## src/rtl/rbcr_pkg.sv

```systemverilog
// Shared types, codes and the CRC-8 step for the RS485 bus client responder.
package rbcr_pkg;

    typedef enum logic [1:0] {
        MODE_RX       = 2'd0,
        MODE_SETPOINT = 2'd1,
        MODE_TIME     = 2'd2,
        MODE_TOGGLE   = 2'd3
    } t_mode;

    typedef struct packed {
        t_mode       mode;
        logic [7:0]  rx_byte;
        logic [7:0]  setpoint_half_deg;
        logic [4:0]  clock_hour;
        logic [5:0]  clock_minute;
        logic [1:0]  toggle_select;
    } t_item;

    typedef struct packed {
        logic [7:0]  tx_byte;
        logic        tx_last;
    } t_result;

    localparam int BODY_MAX = 6;

    // One reply frame waiting to be serialized: body bytes, body[0] goes first.
    typedef struct packed {
        logic [2:0]                 body_len;
        logic [BODY_MAX-1:0][7:0]   body;
    } t_reply;

    localparam int REPLY_QUEUE_DEPTH_DEF = 2;

    localparam logic [7:0] FLAG        = 8'h7E;
    localparam logic [5:0] MAX_ID      = 6'h2F;
    localparam logic [7:0] CRC_POLY    = 8'h07;
    localparam logic [7:0] CRC_INIT    = 8'h02;
    localparam logic [7:0] CRC_XOROUT  = 8'h02;
    localparam logic [7:0] CLIENT_TAG  = 8'hBF;

    localparam logic [7:0] ADDR_NEW    = 8'hFE;
    localparam logic [7:0] ADDR_BCAST  = 8'hFF;

    localparam logic [7:0] TYPE_POLL      = 8'h00;
    localparam logic [7:0] TYPE_ID_OFFER  = 8'h02;
    localparam logic [7:0] TYPE_ID_ACK    = 8'h03;
    localparam logic [7:0] TYPE_CTS       = 8'h06;
    localparam logic [7:0] TYPE_NOTHING   = 8'h07;
    localparam logic [7:0] TYPE_STATUS    = 8'h13;
    localparam logic [7:0] TYPE_SETTEMP   = 8'h20;
    localparam logic [7:0] TYPE_SETTIME   = 8'h21;
    localparam logic [7:0] TYPE_SETTINGS  = 8'h22;
    localparam logic [7:0] TYPE_FILTER    = 8'h23;
    localparam logic [7:0] TYPE_FAULT     = 8'h28;
    localparam logic [7:0] TYPE_CONFIG    = 8'h2E;
    localparam logic [7:0] TYPE_TOGGLE    = 8'h11;

    localparam logic [7:0] CMD_NONE     = 8'h00;
    localparam logic [7:0] CMD_SETTIME  = 8'h21;
    localparam logic [7:0] CMD_SETPOINT = 8'hFF;
    localparam logic [7:0] CMD_LIGHT    = 8'h11;
    localparam logic [7:0] CMD_JET1     = 8'h04;
    localparam logic [7:0] CMD_JET2     = 8'h05;

    localparam logic [1:0] SEL_LIGHT = 2'd0;
    localparam logic [1:0] SEL_JET1  = 2'd1;
    localparam logic [1:0] SEL_JET2  = 2'd2;

    localparam logic [1:0] STAGE_WANTED    = 2'd0;
    localparam logic [1:0] STAGE_REQUESTED = 2'd1;
    localparam logic [1:0] STAGE_RECEIVED  = 2'd2;

    localparam logic [4:0] HOUR_MAX   = 5'd23;
    localparam logic [5:0] MINUTE_MAX = 6'd59;

    function automatic logic [7:0] crc_step(input logic [7:0] crc, input logic [7:0] b);
        logic [7:0] c;
        c = crc ^ b;
        for (int k = 0; k < 8; k++) begin
            c = c[7] ? ((c << 1) ^ CRC_POLY) : (c << 1);
        end
        return c;
    endfunction

endpackage

```

## src/rtl/rbcr_front.sv

```systemverilog
// Front end: frame assembly, host commands, node state and reply selection.
module rbcr_front
    import rbcr_pkg::*;
(
    input  logic    i_clk,
    input  logic    i_rst_n,
    input  logic    i_accept,
    input  t_item   i_item,
    output logic    o_reply_valid,
    output t_reply  o_reply
);

    logic [7:0] r_count, n_count;
    logic       r_past_end, n_past_end;
    logic [7:0] r_len, n_len;
    logic [7:0] r_addr, n_addr;
    logic [7:0] r_type, n_type;
    logic [7:0] r_pf, n_pf;
    logic [7:0] r_hour_b, n_hour_b;
    logic [7:0] r_min_b, n_min_b;
    logic [7:0] r_check, n_check;
    logic [5:0] r_node_id, n_node_id;
    logic [7:0] r_pend_cmd, n_pend_cmd;
    logic [7:0] r_pend_sp, n_pend_sp;
    logic [4:0] r_pend_hour, n_pend_hour;
    logic [5:0] r_pend_min, n_pend_min;
    logic [1:0] r_cfg_stage, n_cfg_stage;
    logic [1:0] r_flt_stage, n_flt_stage;
    logic [1:0] r_fil_stage, n_fil_stage;
    logic [7:0] r_last_check, n_last_check;

    always_ff @(posedge i_clk) begin
        if (!i_rst_n) begin
            r_count      <= '0;
            r_past_end   <= 1'b0;
            r_len        <= '0;
            r_addr       <= '0;
            r_type       <= '0;
            r_pf         <= '0;
            r_hour_b     <= '0;
            r_min_b      <= '0;
            r_check      <= '0;
            r_node_id    <= '0;
            r_pend_cmd   <= CMD_NONE;
            r_pend_sp    <= '0;
            r_pend_hour  <= '0;
            r_pend_min   <= '0;
            r_cfg_stage  <= STAGE_WANTED;
            r_flt_stage  <= STAGE_WANTED;
            r_fil_stage  <= STAGE_WANTED;
            r_last_check <= '0;
        end else begin
            r_count      <= n_count;
            r_past_end   <= n_past_end;
            r_len        <= n_len;
            r_addr       <= n_addr;
            r_type       <= n_type;
            r_pf         <= n_pf;
            r_hour_b     <= n_hour_b;
            r_min_b      <= n_min_b;
            r_check      <= n_check;
            r_node_id    <= n_node_id;
            r_pend_cmd   <= n_pend_cmd;
            r_pend_sp    <= n_pend_sp;
            r_pend_hour  <= n_pend_hour;
            r_pend_min   <= n_pend_min;
            r_cfg_stage  <= n_cfg_stage;
            r_flt_stage  <= n_flt_stage;
            r_fil_stage  <= n_fil_stage;
            r_last_check <= n_last_check;
        end
    end

    always_comb begin
        logic [7:0] x;
        logic       fresh;
        logic       to_me;
        logic [5:0] id;
        x             = i_item.rx_byte;
        fresh         = 1'b0;
        to_me         = 1'b0;
        id            = '0;
        n_count       = r_count;
        n_past_end    = r_past_end;
        n_len         = r_len;
        n_addr        = r_addr;
        n_type        = r_type;
        n_pf          = r_pf;
        n_hour_b      = r_hour_b;
        n_min_b       = r_min_b;
        n_check       = r_check;
        n_node_id     = r_node_id;
        n_pend_cmd    = r_pend_cmd;
        n_pend_sp     = r_pend_sp;
        n_pend_hour   = r_pend_hour;
        n_pend_min    = r_pend_min;
        n_cfg_stage   = r_cfg_stage;
        n_flt_stage   = r_flt_stage;
        n_fil_stage   = r_fil_stage;
        n_last_check  = r_last_check;
        o_reply_valid = 1'b0;
        o_reply       = '0;

        if (i_accept) begin
            unique case (i_item.mode)
                MODE_SETPOINT: begin
                    n_pend_sp  = i_item.setpoint_half_deg;
                    n_pend_cmd = CMD_SETPOINT;
                end
                MODE_TIME: begin
                    if (i_item.clock_hour <= HOUR_MAX && i_item.clock_minute <= MINUTE_MAX) begin
                        n_pend_hour = i_item.clock_hour;
                        n_pend_min  = i_item.clock_minute;
                        n_pend_cmd  = CMD_SETTIME;
                    end
                end
                MODE_TOGGLE: begin
                    priority case (i_item.toggle_select)
                        SEL_LIGHT: n_pend_cmd = CMD_LIGHT;
                        SEL_JET1:  n_pend_cmd = CMD_JET1;
                        SEL_JET2:  n_pend_cmd = CMD_JET2;
                        default:   n_pend_cmd = r_pend_cmd;
                    endcase
                end
                MODE_RX: begin
                    if (r_count == 8'd0) begin
                        if (x == FLAG) begin
                            n_count    = 8'd1;
                            n_past_end = 1'b0;
                            n_len      = '0;
                            n_addr     = '0;
                            n_type     = '0;
                            n_pf       = '0;
                            n_hour_b   = '0;
                            n_min_b    = '0;
                            n_check    = '0;
                        end
                    end else if (!(r_count == 8'd1 && x == FLAG)) begin
                        if (!r_past_end) begin
                            if (r_count == 8'd1) begin
                                n_len = x;
                                // length 0 points at the start flag, 1 at the length byte
                                n_check = (x == 8'd0) ? FLAG : ((x == 8'd1) ? x : 8'd0);
                            end else begin
                                if (r_count == 8'd2) n_addr = x;
                                if (r_count == 8'd4) n_type = x;
                                if (r_count == 8'd5) n_pf = x;
                                if (r_count == 8'd8) n_hour_b = x;
                                if (r_count == 8'd9) n_min_b = x;
                                if (r_count == r_len) n_check = x;
                            end
                        end
                        if (r_count != 8'hFF) n_count = r_count + 8'd1;
                        else n_past_end = 1'b1;

                        if (x == FLAG) begin
                            n_count    = 8'd0;
                            n_past_end = 1'b0;
                            fresh      = (r_last_check != n_check);
                            to_me      = (n_addr == {2'b00, r_node_id});
                            if (r_node_id == 6'd0) begin
                                if (n_addr == ADDR_NEW && n_type == TYPE_ID_OFFER) begin
                                    id = (n_pf > {2'b00, MAX_ID}) ? MAX_ID : n_pf[5:0];
                                    n_node_id       = id;
                                    o_reply_valid   = 1'b1;
                                    o_reply.body_len = 3'd3;
                                    o_reply.body[0] = {2'b00, id};
                                    o_reply.body[1] = CLIENT_TAG;
                                    o_reply.body[2] = TYPE_ID_ACK;
                                end else if (n_addr == ADDR_NEW && n_type == TYPE_POLL) begin
                                    o_reply_valid   = 1'b1;
                                    o_reply.body_len = 3'd6;
                                    o_reply.body[0] = ADDR_NEW;
                                    o_reply.body[1] = CLIENT_TAG;
                                    o_reply.body[2] = 8'h01;
                                    o_reply.body[3] = 8'h02;
                                    o_reply.body[4] = 8'hF1;
                                    o_reply.body[5] = 8'h73;
                                end
                            end else if (to_me && n_type == TYPE_CTS) begin
                                o_reply_valid   = 1'b1;
                                o_reply.body[0] = {2'b00, r_node_id};
                                o_reply.body[1] = CLIENT_TAG;
                                n_pend_cmd      = CMD_NONE;
                                priority if (r_pend_cmd == CMD_SETTIME) begin
                                    o_reply.body_len = 3'd5;
                                    o_reply.body[2]  = TYPE_SETTIME;
                                    o_reply.body[3]  = {3'b000, r_pend_hour};
                                    o_reply.body[4]  = {2'b00, r_pend_min};
                                end else if (r_pend_cmd == CMD_SETPOINT) begin
                                    o_reply.body_len = 3'd4;
                                    o_reply.body[2]  = TYPE_SETTEMP;
                                    o_reply.body[3]  = r_pend_sp;
                                end else if (r_pend_cmd == CMD_NONE) begin
                                    // idle poll: walk through the info requests in order
                                    priority if (r_cfg_stage == STAGE_WANTED) begin
                                        o_reply.body_len = 3'd6;
                                        o_reply.body[2]  = TYPE_SETTINGS;
                                        o_reply.body[5]  = 8'h01;
                                        n_cfg_stage      = STAGE_REQUESTED;
                                    end else if (r_flt_stage == STAGE_WANTED) begin
                                        o_reply.body_len = 3'd6;
                                        o_reply.body[2]  = TYPE_SETTINGS;
                                        o_reply.body[3]  = 8'h20;
                                        o_reply.body[4]  = 8'hFF;
                                        n_flt_stage      = STAGE_REQUESTED;
                                    end else if (r_fil_stage == STAGE_WANTED &&
                                                 r_flt_stage == STAGE_RECEIVED) begin
                                        o_reply.body_len = 3'd6;
                                        o_reply.body[2]  = TYPE_SETTINGS;
                                        o_reply.body[3]  = 8'h01;
                                        n_fil_stage      = STAGE_REQUESTED;
                                    end else begin
                                        o_reply.body_len = 3'd3;
                                        o_reply.body[2]  = TYPE_NOTHING;
                                    end
                                end else begin
                                    o_reply.body_len = 3'd5;
                                    o_reply.body[2]  = TYPE_TOGGLE;
                                    o_reply.body[3]  = r_pend_cmd;
                                end
                            end else if (to_me && n_type == TYPE_CONFIG) begin
                                if (fresh) n_cfg_stage = STAGE_RECEIVED;
                            end else if (to_me && n_type == TYPE_FAULT) begin
                                if (fresh) n_flt_stage = STAGE_RECEIVED;
                            end else if (n_addr == ADDR_BCAST && n_type == TYPE_STATUS) begin
                                if (fresh) begin
                                    n_pend_hour  = n_hour_b[4:0];
                                    n_pend_min   = n_min_b[5:0];
                                    n_last_check = n_check;
                                end
                            end else if (to_me && n_type == TYPE_FILTER) begin
                                if (fresh) n_fil_stage = STAGE_RECEIVED;
                            end
                        end
                    end
                end
            endcase
        end
    end

endmodule

```

## src/rtl/rbcr_fifo.sv

```systemverilog
// Small register queue of reply requests between front and back ends.
module rbcr_fifo
    import rbcr_pkg::*;
#(
    parameter int WIDTH = $bits(t_reply),
    parameter int DEPTH = REPLY_QUEUE_DEPTH_DEF
) (
    input  logic              i_clk,
    input  logic              i_rst_n,
    input  logic              i_wr,
    input  logic [WIDTH-1:0]  i_data,
    input  logic              i_rd,
    output logic [WIDTH-1:0]  o_data,
    output logic              o_full,
    output logic              o_empty
);

    localparam int PTR_W = (DEPTH > 1) ? $clog2(DEPTH) : 1;
    localparam int CNT_W = $clog2(DEPTH + 1);

    logic [WIDTH-1:0] r_mem [DEPTH];
    logic [PTR_W-1:0] r_wr_ptr, n_wr_ptr;
    logic [PTR_W-1:0] r_rd_ptr, n_rd_ptr;
    logic [CNT_W-1:0] r_cnt, n_cnt;
    logic             wr_fire, rd_fire;

    assign o_full  = (r_cnt == CNT_W'(DEPTH));
    assign o_empty = (r_cnt == '0);
    assign o_data  = r_mem[r_rd_ptr];
    assign wr_fire = i_wr && !o_full;
    assign rd_fire = i_rd && !o_empty;

    always_comb begin
        n_wr_ptr = r_wr_ptr;
        n_rd_ptr = r_rd_ptr;
        n_cnt    = r_cnt;
        if (wr_fire) n_wr_ptr = (r_wr_ptr == PTR_W'(DEPTH - 1)) ? '0 : r_wr_ptr + 1'b1;
        if (rd_fire) n_rd_ptr = (r_rd_ptr == PTR_W'(DEPTH - 1)) ? '0 : r_rd_ptr + 1'b1;
        if (wr_fire && !rd_fire) n_cnt = r_cnt + 1'b1;
        else if (rd_fire && !wr_fire) n_cnt = r_cnt - 1'b1;
    end

    always_ff @(posedge i_clk) begin
        if (!i_rst_n) begin
            r_wr_ptr <= '0;
            r_rd_ptr <= '0;
            r_cnt    <= '0;
        end else begin
            r_wr_ptr <= n_wr_ptr;
            r_rd_ptr <= n_rd_ptr;
            r_cnt    <= n_cnt;
        end
    end

    always_ff @(posedge i_clk) begin
        if (wr_fire) r_mem[r_wr_ptr] <= i_data;
    end

endmodule

```

## src/rtl/rbcr_back.sv

```systemverilog
// Back end: serializes one reply into flagged, length-prefixed, CRC-8 bytes.
module rbcr_back
    import rbcr_pkg::*;
(
    input  logic    i_clk,
    input  logic    i_rst_n,
    input  logic    i_have_reply,
    input  t_reply  i_reply,
    output logic    o_reply_done,
    input  logic    i_pop,
    output logic    o_empty,
    output t_result o_result
);

    logic [3:0] r_idx, n_idx;
    logic [7:0] r_crc, n_crc;
    logic       r_valid, n_valid;
    t_result    r_out, n_out;

    logic       load;
    logic [3:0] body_end;
    logic [3:0] bidx;
    logic [7:0] len_byte;

    assign o_empty  = !r_valid;
    assign o_result = r_out;
    assign load     = i_have_reply && (!r_valid || i_pop);
    assign body_end = {1'b0, i_reply.body_len} + 4'd1;
    assign bidx     = r_idx - 4'd2;
    assign len_byte = {5'b00000, i_reply.body_len} + 8'd2;

    always_comb begin
        n_idx        = r_idx;
        n_crc        = r_crc;
        n_valid      = r_valid && !i_pop;
        n_out        = r_out;
        o_reply_done = 1'b0;
        if (load) begin
            n_valid       = 1'b1;
            n_out.tx_last = 1'b0;
            n_idx         = r_idx + 4'd1;
            priority if (r_idx == 4'd0) begin
                n_out.tx_byte = FLAG;
            end else if (r_idx == 4'd1) begin
                n_out.tx_byte = len_byte;
                n_crc         = crc_step(CRC_INIT, len_byte);
            end else if (r_idx <= body_end) begin
                n_out.tx_byte = i_reply.body[bidx[2:0]];
                n_crc         = crc_step(r_crc, i_reply.body[bidx[2:0]]);
            end else if (r_idx == body_end + 4'd1) begin
                n_out.tx_byte = r_crc ^ CRC_XOROUT;
            end else begin
                n_out.tx_byte = FLAG;
                n_out.tx_last = 1'b1;
                n_idx         = '0;
                o_reply_done  = 1'b1;
            end
        end
    end

    always_ff @(posedge i_clk) begin
        if (!i_rst_n) begin
            r_idx   <= '0;
            r_valid <= 1'b0;
        end else begin
            r_idx   <= n_idx;
            r_valid <= n_valid;
        end
    end

    always_ff @(posedge i_clk) begin
        r_crc <= n_crc;
        r_out <= n_out;
    end

endmodule

```

## src/rtl/rs485_bus_client_responder_unit.sv

```systemverilog
// Top level of the RS485 bus client responder.
//
// Every input request (bus byte or host command) is taken by the front end
// while the reply queue is not full; the front end assembles frames and
// updates node state, and a frame that needs an answer leaves a reply request
// in a REPLY_QUEUE_DEPTH-deep queue. The back end turns each reply into 7 to
// 10 result bytes, one per cycle while pop is high, through a registered
// output stage. The first byte of a reply is loaded into that stage once the
// reply heads the queue and the stage is empty or being popped. With pop held
// high the next queued reply follows with no gap. A reply keeps its queue
// entry until its last byte is loaded; full rises only while the queue is full.
module rs485_bus_client_responder_unit
    import rbcr_pkg::*;
#(
    parameter int REPLY_QUEUE_DEPTH = REPLY_QUEUE_DEPTH_DEF
) (
    input  logic    i_clk,
    input  logic    i_rst_n,
    input  logic    push,
    output logic    full,
    input  t_item   i_item,
    output logic    empty,
    input  logic    pop,
    output t_result o_result
);

    logic   accept;
    logic   reply_valid;
    t_reply reply_in;
    t_reply reply_head;
    logic   q_full;
    logic   q_empty;
    logic   reply_done;

    assign full   = q_full;
    assign accept = push && !q_full;

    rbcr_front u_front (
        .i_clk         (i_clk),
        .i_rst_n       (i_rst_n),
        .i_accept      (accept),
        .i_item        (i_item),
        .o_reply_valid (reply_valid),
        .o_reply       (reply_in)
    );

    rbcr_fifo #(
        .WIDTH ($bits(t_reply)),
        .DEPTH (REPLY_QUEUE_DEPTH)
    ) u_queue (
        .i_clk   (i_clk),
        .i_rst_n (i_rst_n),
        .i_wr    (reply_valid),
        .i_data  (reply_in),
        .i_rd    (reply_done),
        .o_data  (reply_head),
        .o_full  (q_full),
        .o_empty (q_empty)
    );

    rbcr_back u_back (
        .i_clk        (i_clk),
        .i_rst_n      (i_rst_n),
        .i_have_reply (!q_empty),
        .i_reply      (reply_head),
        .o_reply_done (reply_done),
        .i_pop        (pop),
        .o_empty      (empty),
        .o_result     (o_result)
    );

endmodule

```

## config.mk

```make
export PLATFORM = sky130hd
export DESIGN_NAME = rs485_bus_client_responder_unit
export DESIGN_NICKNAME = d
export VERILOG_FILES = /design/src/rtl/rbcr_pkg.sv /design/src/rtl/rbcr_front.sv /design/src/rtl/rbcr_fifo.sv /design/src/rtl/rbcr_back.sv /design/src/rtl/rs485_bus_client_responder_unit.sv
export SDC_FILE = /design/constraint.sdc
export NUM_CORES = 1
export LEC_CHECK = 0
export ABC_CLOCK_PERIOD_IN_PS = 6200
export BUFFER_PORTS_ARGS = -buffer_cell sky130_fd_sc_hd__buf_2
export CORE_UTILIZATION = 30
export CTS_BUF_LIST = sky130_fd_sc_hd__clkbuf_16
export DETAILED_ROUTE_END_ITERATION = 8
export SYNTH_ARGS = -nofsm -noshare
export SYNTH_HDL_FRONTEND = slang
export SYNTH_SLANG_ARGS = --single-unit
```

## constraint.sdc

```tcl
create_clock -name i_clk -period 6.2 [get_ports i_clk]
set_input_delay 1.24 -clock i_clk [delete_from_list [all_inputs] [get_ports i_clk]]
set_output_delay 1.24 -clock i_clk [all_outputs]
set_load 0.02 [all_outputs]
```

### After elaboration in Yosys (flattened, before gate mapping)

Memories as Yosys holds them, arrays and structs flattened. A register that Yosys moved wholly into a read port is not among the register bits.
Index checks and enable logic that the tools add are counted.

| operators by class | value |
|---|---|
| add/subtract/negate cells | 10 |
| $mul | 0 |
| divide/modulo/power cells | 0 |
| order comparisons | 5 |
| equality and inequality tests | 58 |
| shift operators | 0 |
| multiplexer cells | 200 |
| bitwise operators | 26 |
| reductions and logical operators | 58 |

Operators with widths:

| operator | number |
|---|---|
| 8-bit two-way mux | 63 |
| 51-bit two-way mux | 8 |
| 6-bit two-way mux | 17 |
| 16-bit two-way mux | 5 |
| 5-bit two-way mux | 15 |
| 24-bit two-way mux | 3 |
| 3-bit two-way mux | 23 |
| 2-bit two-way mux | 28 |
| 3-bit NOT | 16 |
| 8-bit by 6-bit equality test with 1-bit output, second input constant | 4 |
| 8-bit zero test | 4 |
| 2-bit != test, second input constant | 16 |
| 8-bit one-hot mux with 4 select lines | 1 |
| 1-bit two-way mux | 28 |
| 8-bit binary-select mux with 3-bit select | 1 |
| 8-bit by 3-bit equality test with 1-bit output, second input constant | 3 |
| 8-bit equality test, second input constant | 3 |
| 8-bit one-hot mux with 3 select lines | 1 |
| 12-bit AND reduction | 2 |
| 2-bit by 1-bit != test with 1-bit output, second input constant | 10 |
| 2-bit nonzero test | 9 |
| 1-bit logical AND | 17 |
| 17-bit AND reduction | 1 |
| 8-bit by 1-bit equality test with 1-bit output, second input constant | 2 |
| other kinds (46) | 77 |

| word-level totals | value |
|---|---|
| bits in registers | 133 |
| latch bits | 0 |
| RAM bits | 102 |
| ROM bits | 0 |
| input port bits | 35 |
| output and inout port bits | 11 |
| word-level logic and storage cells | 384 |
| memories kept | 1 |

Memory list:

| memory | words | bits a word | read ports | clocked after memory_dff | write ports | line | RTL |
|---|---|---|---|---|---|---|---|
| u_queue.r_mem | 2 | 51 | 1 | 1 | 1 | rbcr_fifo.sv:21 | `logic [WIDTH-1:0] r_mem [DEPTH];` |

### Depth between registers and ports, before layout

Gate-level depths: netlist of the first run.

| depth | value |
|---|---|
| depth in word-level cells | 23 |
| depth in mapped cells | 17 |
| mapped depth without buffers | 15 |

### Cells and area by module

A second synthesis of the first run with hierarchy kept.

| second synthesis, totals | value |
|---|---|
| cell total of the unflattened synthesis | 1229 |
| area, all modules | 12630.9 sq um |

By module, submodules not included:

| module | instances | cells an instance | area each (sq um) | seq. area each (sq um) |
|---|---|---|---|---|
| rbcr_front | 1 | 832 | 6626.4 | 2082.0 |
| rbcr_fifo | 1 | 184 | 3901.2 | 3163.0 |
| rbcr_back | 1 | 211 | 2085.8 | 610.6 |
| rs485_bus_client_responder_unit | 1 | 2 | 17.5 | 0.0 |

### Worst setup path after synthesis of the first run

OpenSTA, ideal clock, no wires.

| timing path | value |
|---|---|
| path kind | input-to-reg |
| start | input port i_item[27] in the netlist's numbering |
| end | memory u_queue.r_mem[0][0] in the netlist's numbering, enable pin |
| arrival | 4.710 ns |
| data required time | 5.779 ns |
| slack | 1.069 ns |
| stages on the path | 10 |
| cell sequence | clkbuf_1 > nand4_1 > or3_1 > or4_1 > buf_2 > nor4b_1 > nand2_1 > o21a_1 > buf_2 > nor2_1 |

| on the way | value |
|---|---|
| cells in the longest elaborated chain, start to end | 20 |
| elaborated cells between the ends (all ways) | 36 |
| classes of those cells | eq/ne: 5; mux: 25; reduce/logical: 6 |

Ends and longest elaborated chain:

| what | line | RTL |
|---|---|---|
| from (decl) | rs485_bus_client_responder_unit.sv:21 | `input t_item i_item,` |
| 8-bit two-way mux (on tied branches) | rbcr_front.sv:145, rbcr_front.sv:146 |  |
| 8-bit two-way mux | rbcr_front.sv:140 | `if (r_count == 8'd1) begin` |
| 8-bit two-way mux | rbcr_front.sv:139 | `if (!r_past_end) begin` |
| 8-bit two-way mux | rbcr_front.sv:138 | `end else if (!(r_count == 8'd1 && x == FLAG)) begin` |
| 8-bit two-way mux | rbcr_front.sv:126 | `if (r_count == 8'd0) begin` |
| 8-bit two-way mux | rbcr_front.sv:105 | `unique case (i_item.mode)` |
| 8-bit two-way mux | rbcr_front.sv:104 | `if (i_accept) begin` |
| 8-bit equality test / 8-bit zero test (equally long branches) | rbcr_front.sv:162, rbcr_front.sv:170 |  |
| (+4 left out) | - |  |
| 1-bit two-way mux | rbcr_front.sv:156 | `if (x == FLAG) begin` |
| 1-bit two-way mux (*) | rbcr_front.sv:138 |  |
| 1-bit two-way mux (*) | rbcr_front.sv:126 |  |
| 1-bit two-way mux (*) | rbcr_front.sv:105 |  |
| 1-bit two-way mux (*) | rbcr_front.sv:104 |  |
| 1-bit logical AND (*) | rbcr_fifo.sv:30 | `assign wr_fire = i_wr && !o_full;` |
| 1-bit two-way mux (*) | rbcr_fifo.sv:56 | `if (wr_fire) r_mem[r_wr_ptr] <= i_data;` |
| 1-bit two-way mux (implied by the code) (*) | rbcr_fifo.sv:56 |  |
| to (decl) | rbcr_fifo.sv:21 |  |

Mark *: on every way between the ends. The rest lies on a longest branch, timed or not. The select of a mux whose other input is x is not followed.

### Worst setup path in the final report of the first run

| timing path | value |
|---|---|
| start | input port i_item[30] in the netlist's numbering |
| end | register u_queue.r_cnt[1] |

| on the way | value |
|---|---|
| cells in the longest elaborated chain, start to end | 7 |
| elaborated cells between the ends (all ways) | 9 |
| classes of those cells | mux: 3; reduce/logical: 6 |

Ends and longest elaborated chain:

| what | line | RTL |
|---|---|---|
| 2-bit zero test (*) | rbcr_front.sv:105 |  |
| 1-bit two-way mux (*) | rbcr_front.sv:105 |  |
| 1-bit two-way mux (*) | rbcr_front.sv:104 |  |
| 1-bit logical AND (*) | rbcr_fifo.sv:30 |  |
| via u_queue.wr_fire | rbcr_fifo.sv:25 | `logic wr_fire, rd_fire;` |
| 1-bit zero test | rbcr_fifo.sv:40 | `else if (rd_fire && !wr_fire) n_cnt = r_cnt - 1'b1;` |
| 1-bit logical AND | rbcr_fifo.sv:40 |  |
| 2-bit nonzero test (no source line) | - |  |
| to (signal assigned) | rbcr_fifo.sv:51 | `r_cnt <= n_cnt;` |
| to (decl) | rbcr_fifo.sv:24 | `logic [CNT_W-1:0] r_cnt, n_cnt;` |

The timed path passes the listed nets; every way through them passes the cells marked *.
A chain may end at the register's enable or synchronous reset.

==> results of run 1 <==
## routing by layer
layer | global-route usage [%] | up-vias | share of wire (%)
met2 | 26.4 | 271 | 46
met4 | 4.84 | 0 | 1.8
met1 | 21.8 | 4158 | 45
met3 | 3.30 | 40 | 6.5
met5 | 0 | - | 0
li1 | - | 4177 | -
## logic make-up after synthesis
kind of cell	Yosys count	share of synthesized area, %
buffers and inverters	102	4.03
XOR/XNOR	50	4.16
AO/OA/AOI/OAI	257	16.4
adder cells (fa/ha/maj)	25	2.97
flip-flops	195	44.8
AND/OR/NAND/NOR	445	20.7
multiplexers	65	6.99
## stage by stage
step	hold slack, ns	power, mW	cells
after global placement	0.450	1.47	1586
final	0.463	2.60	1618
after CTS	0.468	2.62	1618
after detailed placement	0.456	1.47	1586
after floorplan	0.439	1.43	1139
after global routing	0.491	2.68	1618
## report_power, final
group | switching [mW] | internal, mW
Combinational | 0.0718 | 0.0365
Sequential | 0.00724 | 1.33
Clock | 0.579 | 0.574
## cell type report
cell class / instances / area share, %
Timing Repair Buffer: 56 / 2.61
Multi-Input combinational cell: 842 / 45.9
Inverter: 38 / 1.21
Sequential cell: 195 / 40.1
Tap cell: 455 / 4.84
Clock inverter: 14 / 1.55
Clock buffer: 18 / 3.83
## critical path, stage by stage
cell and delay, ns:
buf_2 0.12, inv_1 0.10, ha_1 0.57, nand3_1 0.26, or4_1 0.70, nor4b_1 0.45, nand2_1 0.22, o21a_1 0.33
inv_1 0.17, ha_1 0.28, or3_1 0.37, a21oi_1 0.14
## Yosys cell counts, types with 6 or more instances
library cell / number
nor2_1: 156
dfxtp_1: 114
nand2_1: 97
edfxtp_1: 81
a21oi_1: 68
o21ai_0: 47
clkbuf_1: 46
mux2i_1: 44
a22oi_1: 39
inv_1: 37
nand3_1: 35
nor3_1: 31
xnor2_1: 29
ha_1: 25
xor2_1: 21
nand4_1: 20
o211ai_1: 19
mux2_2: 15
or3_1: 15
nand2b_1: 14
buf_2: 11
or2_2: 11
o22ai_1: 9
o31ai_1: 9
nor4_1: 8
a2bb2oi_1: 7
and3_1: 7
a211o_1: 6
a221oi_1: 6
and2_1: 6
nor2b_1: 6
nor4b_1: 6
o21a_1: 6
## worst max path at each step
stage | startpoint | cells past startpoint | slack (ns) | to
4_1_cts | i_item[30] | 12 | 1.73 | u_queue.r_cnt[1]
3_5_place_dp | i_item[30] | 12 | 1.25 | u_queue.r_cnt[1]
5_1_grt | i_item[30] | 12 | 1.40 | u_queue.r_cnt[1]
2_1_floorplan | i_item[27] | 10 | 1.07 | u_queue.r_mem[0][0]
6_report | i_item[30] | 12 | 1.62 | u_queue.r_cnt[1]
3_3_place_gp | i_item[30] | 12 | 1.40 | u_queue.r_cnt[1]
==> impl_results.md, run 1 <==
* Outcome: completed
* CTS tree: done
* Startpoint types: input pin
* Vias/cell at 5.34
* Layout cells sized above 1 at 12.6%
* Number of synthesized flops with an enable pin at 81
* YS warnings at 0
* Initial core utilization at 30.5%
* Crit-path max FO at 18
* GPL Wtd Cong at 0.870
* Post-synth top area cell: edfxtp_1
* Die height at 189 microns
* Die width at 189 microns
* Hold Path Depth at 2
* Placed inst area at 0.0111 sq mm
* Clk sinks at 195
* Core area at 0.0345 sq mm
* Setup CP Type: in2reg
* Post-DP HPWL at 20800 microns
* Detailed Route Iter0 Violations at 863
* Post-CTS Hold Buffers at 0
* Final Skew at 0.0141 ns
* Clk Tree Root Cell: clkbuf_16
* DRT Pass-1 Iters at 5
* Top cells by area, synth: edfxtp_1 (23%), dfxtp_1 (22%), nor2_1 (5.6%), mux2i_1 (4.2%), nand2_1 (3.5%)
* Post-synthesis cell type count at 82
* Commonest non-fill, non-tap cell in the layout: nor2_1
* Post-CTS Setup Repair Bufs at 0
* Congestion Overflow GR at 0
* Tmin final at 4.58 ns
* Total die area at 0.0358 sq mm
* GRT Total Usage at 16.3%
* Crit end category: register
* Most frequent cells in the layout: nor2_1 (155), dfxtp_1 (114), nand2_1 (97)
* Syn nets at 1199
* CTS buffer count at 17
* First-pass GRT wire length at 45900 microns
* H-tree depth at 4
* Multi-input logic area at 0.00540 sq mm
* Finished Cell Area at 0.0118 sq mm
* Post-synthesis async set-or-reset flop share at 0%
* Vias in the first global route at 8211
* Final Hold Viols at 0
* Hold EP: u_front.r_pend_min[0]
* Reg2reg end: u_queue.r_cnt[1]
* Max-Cap Viols at 0
* Final worst slack at 1.62 ns
* Largest register FFs at 64
* Final setup vio count at 0
* FF+latch area at 0.00471 sq mm
* Synth Instances at 1139
* Row count at 68
* Fmax at 219 MHz
* Req. time, crit path at 6.59 ns
* Register bit total from synthesis at 195
* Crit path DAT at 4.96 ns
* RSZ-0062 raised after global routing: false
* Initial antenna violation count at 0
* Fill count at 3611
* DR WL/cell at 17.8 microns
* Post-cts gate resize count at 0
* Leakage power at 4.37 nW
* Post-DRT Antenna Nets at 0
* I/O Buffers at 45
* Worst Hold Launch: u_front.r_pend_min[0]
* Final #Nets at 1210
* Share of the cycle needed by the critical path after routing at 73.8%
* Util after Layout at 34.1%
* Vias at 8646
* Synthesized area at 0.0105 sq mm
* Maximum number of pins on one net before global-route repair at 79
* IO Count at 46
* Final setup TNS at 0 ns
* Worst vdd ir at 0.211 mV
* Seq/Total Area, Yosys at 44.8%
* Antenna diodes at 0
* Reg clk slew, reported paths at 0.08 ns
* Main synth FF type: dfxtp_1
* Relative slew slack at 29.0%
* DR DRC count at 0
* Post-Synthesis Mean Instance Area at 9.24 sq um
* Area delta synth->final at 11.8%
* Clock Path Buffers at 2
* Pwr dens at 221 mW/mm^2
* Worst hold path type: reg2reg
* Final wirelength at 28800 microns
* Worst-skew pair later-pin latency at 0.45 ns
* Actual slew at the worst max-slew pin at 1.06 ns
* Register-to-register setup slack at 1.80 ns
* Pins Over Slew Limit at 0
* Placement Setup Slack at 1.25 ns
* Share of the synthesized area in the top cell type at 23.1%
* FF-to-FF path depth at 15
* Most flops, register: u_queue.r_mem
(Power assumes the default switching activity.)
==> run 2, diff against run 1 <==
--- a/config.mk
+++ b/config.mk
@@ -5,7 +5,8 @@
 export SDC_FILE = /design/constraint.sdc
 export NUM_CORES = 1
 export LEC_CHECK = 0
-export ABC_CLOCK_PERIOD_IN_PS = 6200
+export ABC_AREA = 1
+export ABC_CLOCK_PERIOD_IN_PS = 4750
 export BUFFER_PORTS_ARGS = -buffer_cell sky130_fd_sc_hd__buf_2
 export CORE_UTILIZATION = 30
 export CTS_BUF_LIST = sky130_fd_sc_hd__clkbuf_16
==> constraint.sdc (replaced) <==
create_clock -name i_clk -period 4.75 [get_ports i_clk]
set_input_delay 0.95 -clock i_clk [delete_from_list [all_inputs] [get_ports i_clk]]
set_output_delay 0.95 -clock i_clk [all_outputs]
set_load 0.02 [all_outputs]
==> run 2 against run 1 <==
Non-clock buffer count up 6. Highest routed layer unchanged. Critical endpoint unchanged. Setup slack worse by 0.88 ns. Clock power up 23%. Cell area up 1.9%. Critical path depth up 9. Synthesized cell count up 25%. Core utilization up 0.32 points. Clock skew down 0.0033 ns. Power up 27%. First-iteration DRC count down 24%. Largest cell class unchanged. Die area up 1.9%. Sequential power up 31%.
==> impl_results.md, run 2 <==
* Most flops, register: u_queue.r_mem
* Row count at 68 (unchanged)
* Tmin final at 4.01 ns
* Final wirelength at 27600 microns (-4.3%)
* Congestion Overflow GR at 0 (unchanged)
* Vias in the first global route at 8866 (+8.0%)
* Flop pwr share at 53.0% (+1.5 points)
* Post-cts gate resize count at 0 (unchanged)
* Maximum number of pins on one net before global-route repair at 40 (-49%)
* DR DRC count at 0 (unchanged)
* Combinational power share at 4.3% (about the same)
* Initial core utilization at 30.8% (+0.28 points)
* Vias at 9283 (+7.4%)
* Syn nets at 1487 (+24%)
* First-pass GRT wire length at 45500 microns (-0.96%)
* DR WL/cell at 14.3 microns (-20%)
* Max-Cap Viols at 0 (unchanged)
* Antenna diodes at 0 (unchanged)
* Actual slew at the worst max-slew pin at 0.987 ns (-0.0779 ns)
* Fmax at 250 MHz
* Clk Tree Root Cell: clkbuf_16
* Post-DP HPWL at 20300 microns (-2.0%)
* Post-DRT Antenna Nets at 0 (unchanged)
* Final Hold Viols at 0 (unchanged)
* Reg clk slew, reported paths at 0.08 ns (about the same)
* Setup CP Type: reg2reg
* GRT Total Usage at 15.7% (-0.65 points)
* GPL Wtd Cong at 0.868 (-0.28%)
* Post-CTS Hold Buffers at 0 (unchanged)
* H-tree depth at 4 (unchanged)
* Number of synthesized flops with an enable pin at 81 (unchanged)
* Core area at 0.0349 sq mm (+0.99%)
* Register bit total from synthesis at 195 (unchanged)
* Post-synthesis cell type count at 56 (-32%)
* I/O Buffers at 45 (unchanged)
* Crit-path leading delay family: compound AO/OA/AOI/OAI gates
* Worst-path cell chain: buf_4 > inv_2 > or2_2 > o21ai_0 > inv_1 > ha_1 > xor2_1 > inv_1 > ha_1 > nand2_1 > o21ai_0 > o31ai_1 > nor2_1 > inv_1 > nor3_2 > nand2_1 > ha_1 > a21oi_1 > o21ai_0 > o21ai_0 > a21oi_1
* Crit end category: register
* Total die area at 0.0365 sq mm (+1.9%)
* Synthesized area at 0.0107 sq mm (+1.9%)
* Synth Instances at 1427 (+25%)
* Largest register FFs at 64 (unchanged)
* Post-synth top area cell: edfxtp_1
* Max incr delay on CP at 0.35 ns (-0.35 ns)
* Post-synthesis async set-or-reset flop share at 0% (unchanged)
* Commonest non-fill, non-tap cell in the layout: nand2_1
* Seq/Total Area, Yosys at 43.9% (-0.85 points)
* Post-CTS Setup Repair Bufs at 0 (unchanged)
* CTS tree: done
* Area delta synth->final at 11.8% (about the same)
* Clock power frac at 42.6% (-1.8 points)
* Final setup TNS at 0 ns (unchanged)
* Vias/cell at 4.81 (-9.9%)
* Startpoint types: register
* Die height at 191 microns (+0.95%)
* Overall Power at 3.30 mW (+27%)
* Placement Setup Slack at 0.774 ns (-0.475 ns)
* Initial antenna violation count at 0 (unchanged)
* Outcome: completed
* Die width at 191 microns (+0.95%)
* Main synth FF type: dfxtp_1
* Final #Nets at 1521 (+26%)
* Net Sw Frac at 24.8% (-0.52 points)
* DRT Pass-1 Iters at 5 (unchanged)
* Crit-path slowest cell: ha_1
* Share of the synthesized area in the top cell type at 22.7% (-0.44 points)
* YS warnings at 0 (unchanged)
* CTS buffer count at 17 (unchanged)
* Pins Over Slew Limit at 0 (unchanged)
* Crit-path max FO at 14 (-4)
* Final setup vio count at 0 (unchanged)
* Finished Cell Area at 0.0120 sq mm (+1.9%)
* Post-Synthesis Mean Instance Area at 7.52 sq um (-19%)
* Worst hold path type: reg2reg
* Req. time, crit path at 5.09 ns (-1.50 ns)
* Final worst slack at 0.743 ns (-0.882 ns)
* Clock Path Buffers at 2 (unchanged)
* CP bufs+invs at 5 (+2)
* Worst-skew pair later-pin latency at 0.45 ns (about the same)
* Detailed Route Iter0 Violations at 658 (-24%)
* Sw Pwr at 0.817 mW (+24%)
* Power Internal at 2.48 mW (+28%)
* Worst vdd ir at 0.264 mV (+25%)
* Most common cell in the netlist: nand2_1
* Placed inst area at 0.0114 sq mm (+2.7%)
* Layout cells sized above 1 at 11.1% (-1.5 points)
* Relative slew slack at 33.7% (+4.7 points)
* Top cells by area, synth: edfxtp_1 (23%), dfxtp_1 (21%), nand2_1 (13%), a21oi_1 (5.7%), inv_1 (5.3%)
* Pwr dens at 275 mW/mm^2 (+24%)
* Final Skew at 0.0108 ns (-0.00333 ns)
* IO Count at 46 (unchanged)
* Most frequent cells in the layout: nand2_1 (378), inv_1 (152), nor2_1 (133)
* Synth top cells by count: nand2_1 (378), inv_1 (152), nor2_1 (134), a21oi_1 (123), dfxtp_1 (114)
* Clk sinks at 195 (unchanged)
* Leakage power at 4.86 nW (+11%)
* RSZ-0062 raised after global routing: false
* Crit path top cell by count: o21ai_0
* Crit path DAT at 4.34 ns (-0.62 ns)
* Share of the cycle needed by the critical path after routing at 84.4%
-- run 2: routing by layer --
layer / vias up / global-route usage [%] / routed length, microns
met4: 0 / 4.40 / 371
li1: 4783 / - / -
met5: - / 0 / 0
met2: 184 / 26.6 / 13200
met3: 24 / 2.40 / 1270
met1: 4292 / 20.5 / 12700
-- run 2: through the flow --
| step | utilization, % | hold slack (ns) | instances |
|---|---|---|---|
| floorplan | - | 0.425 | 1427 |
| global placement | 32.8 | 0.432 | 1897 |
| detailed placement | 32.8 | 0.436 | 1897 |
| CTS | 34.4 | 0.447 | 1929 |
| global route | 34.4 | 0.475 | 1929 |
| finish | 34.4 | 0.447 | 1929 |
-- run 2: power by group through the flow --
| stage | clock network [mW] | logic, mW | registers, mW |
|---|---|---|---|
| 6_report | 1.41 | 0.142 | 1.75 |
| 4_1_cts | 1.43 | 0.142 | 1.75 |
| 3_3_place_gp | 0 | 0.140 | 1.79 |
| 3_5_place_dp | 0 | 0.141 | 1.79 |
| 5_1_grt | 1.50 | 0.159 | 1.75 |
| 2_1_floorplan | 0 | 0.0881 | 1.78 |
-- run 2: kinds of logic (layout without fill, tap and decap cells) --
kind of cell	Yosys count	in the layout	synth area share, %
simple gates	689	689	27.8
xor+xnor	25	25	2.04
fa+ha+maj	25	25	2.92
buf+inv	209	256	7.76
compound gates	276	276	14.8
mux	8	8	0.746
flops	195	195	43.9
-- run 2: path summary, 6_finish.rpt --
kind | start | end | slack, ns | cells past startpoint
setup / recovery | register | u_queue.r_cnt[1] | 0.74 | 21
hold / removal | u_front.r_fil_stage[1] | u_front.r_fil_stage[1] | 0.45 | 2
setup reg to reg | register | u_queue.r_cnt[1] | 0.74 | 21
hold reg to reg | u_front.r_fil_stage[1] | u_front.r_fil_stage[1] | 0.45 | 2
-- run 2: tightest hold or removal path, delay by kind of cell (launching register included) --
kind / cells / cell delay, ns
DFF: 1 / 0.31
AOI/OAI and AO/OA: 1 / 0.05
buffers and inverters: 1 / 0.04
-- run 2: layout make-up --
cell class,instances,area (sq um)
clock inverter,15,140
tap,455,569
inverter,162,613
clock buffer,17,425
fill,3733,22900
sequential,195,4710
multi-input combinational,1023,5180
timing repair buffer,62,353
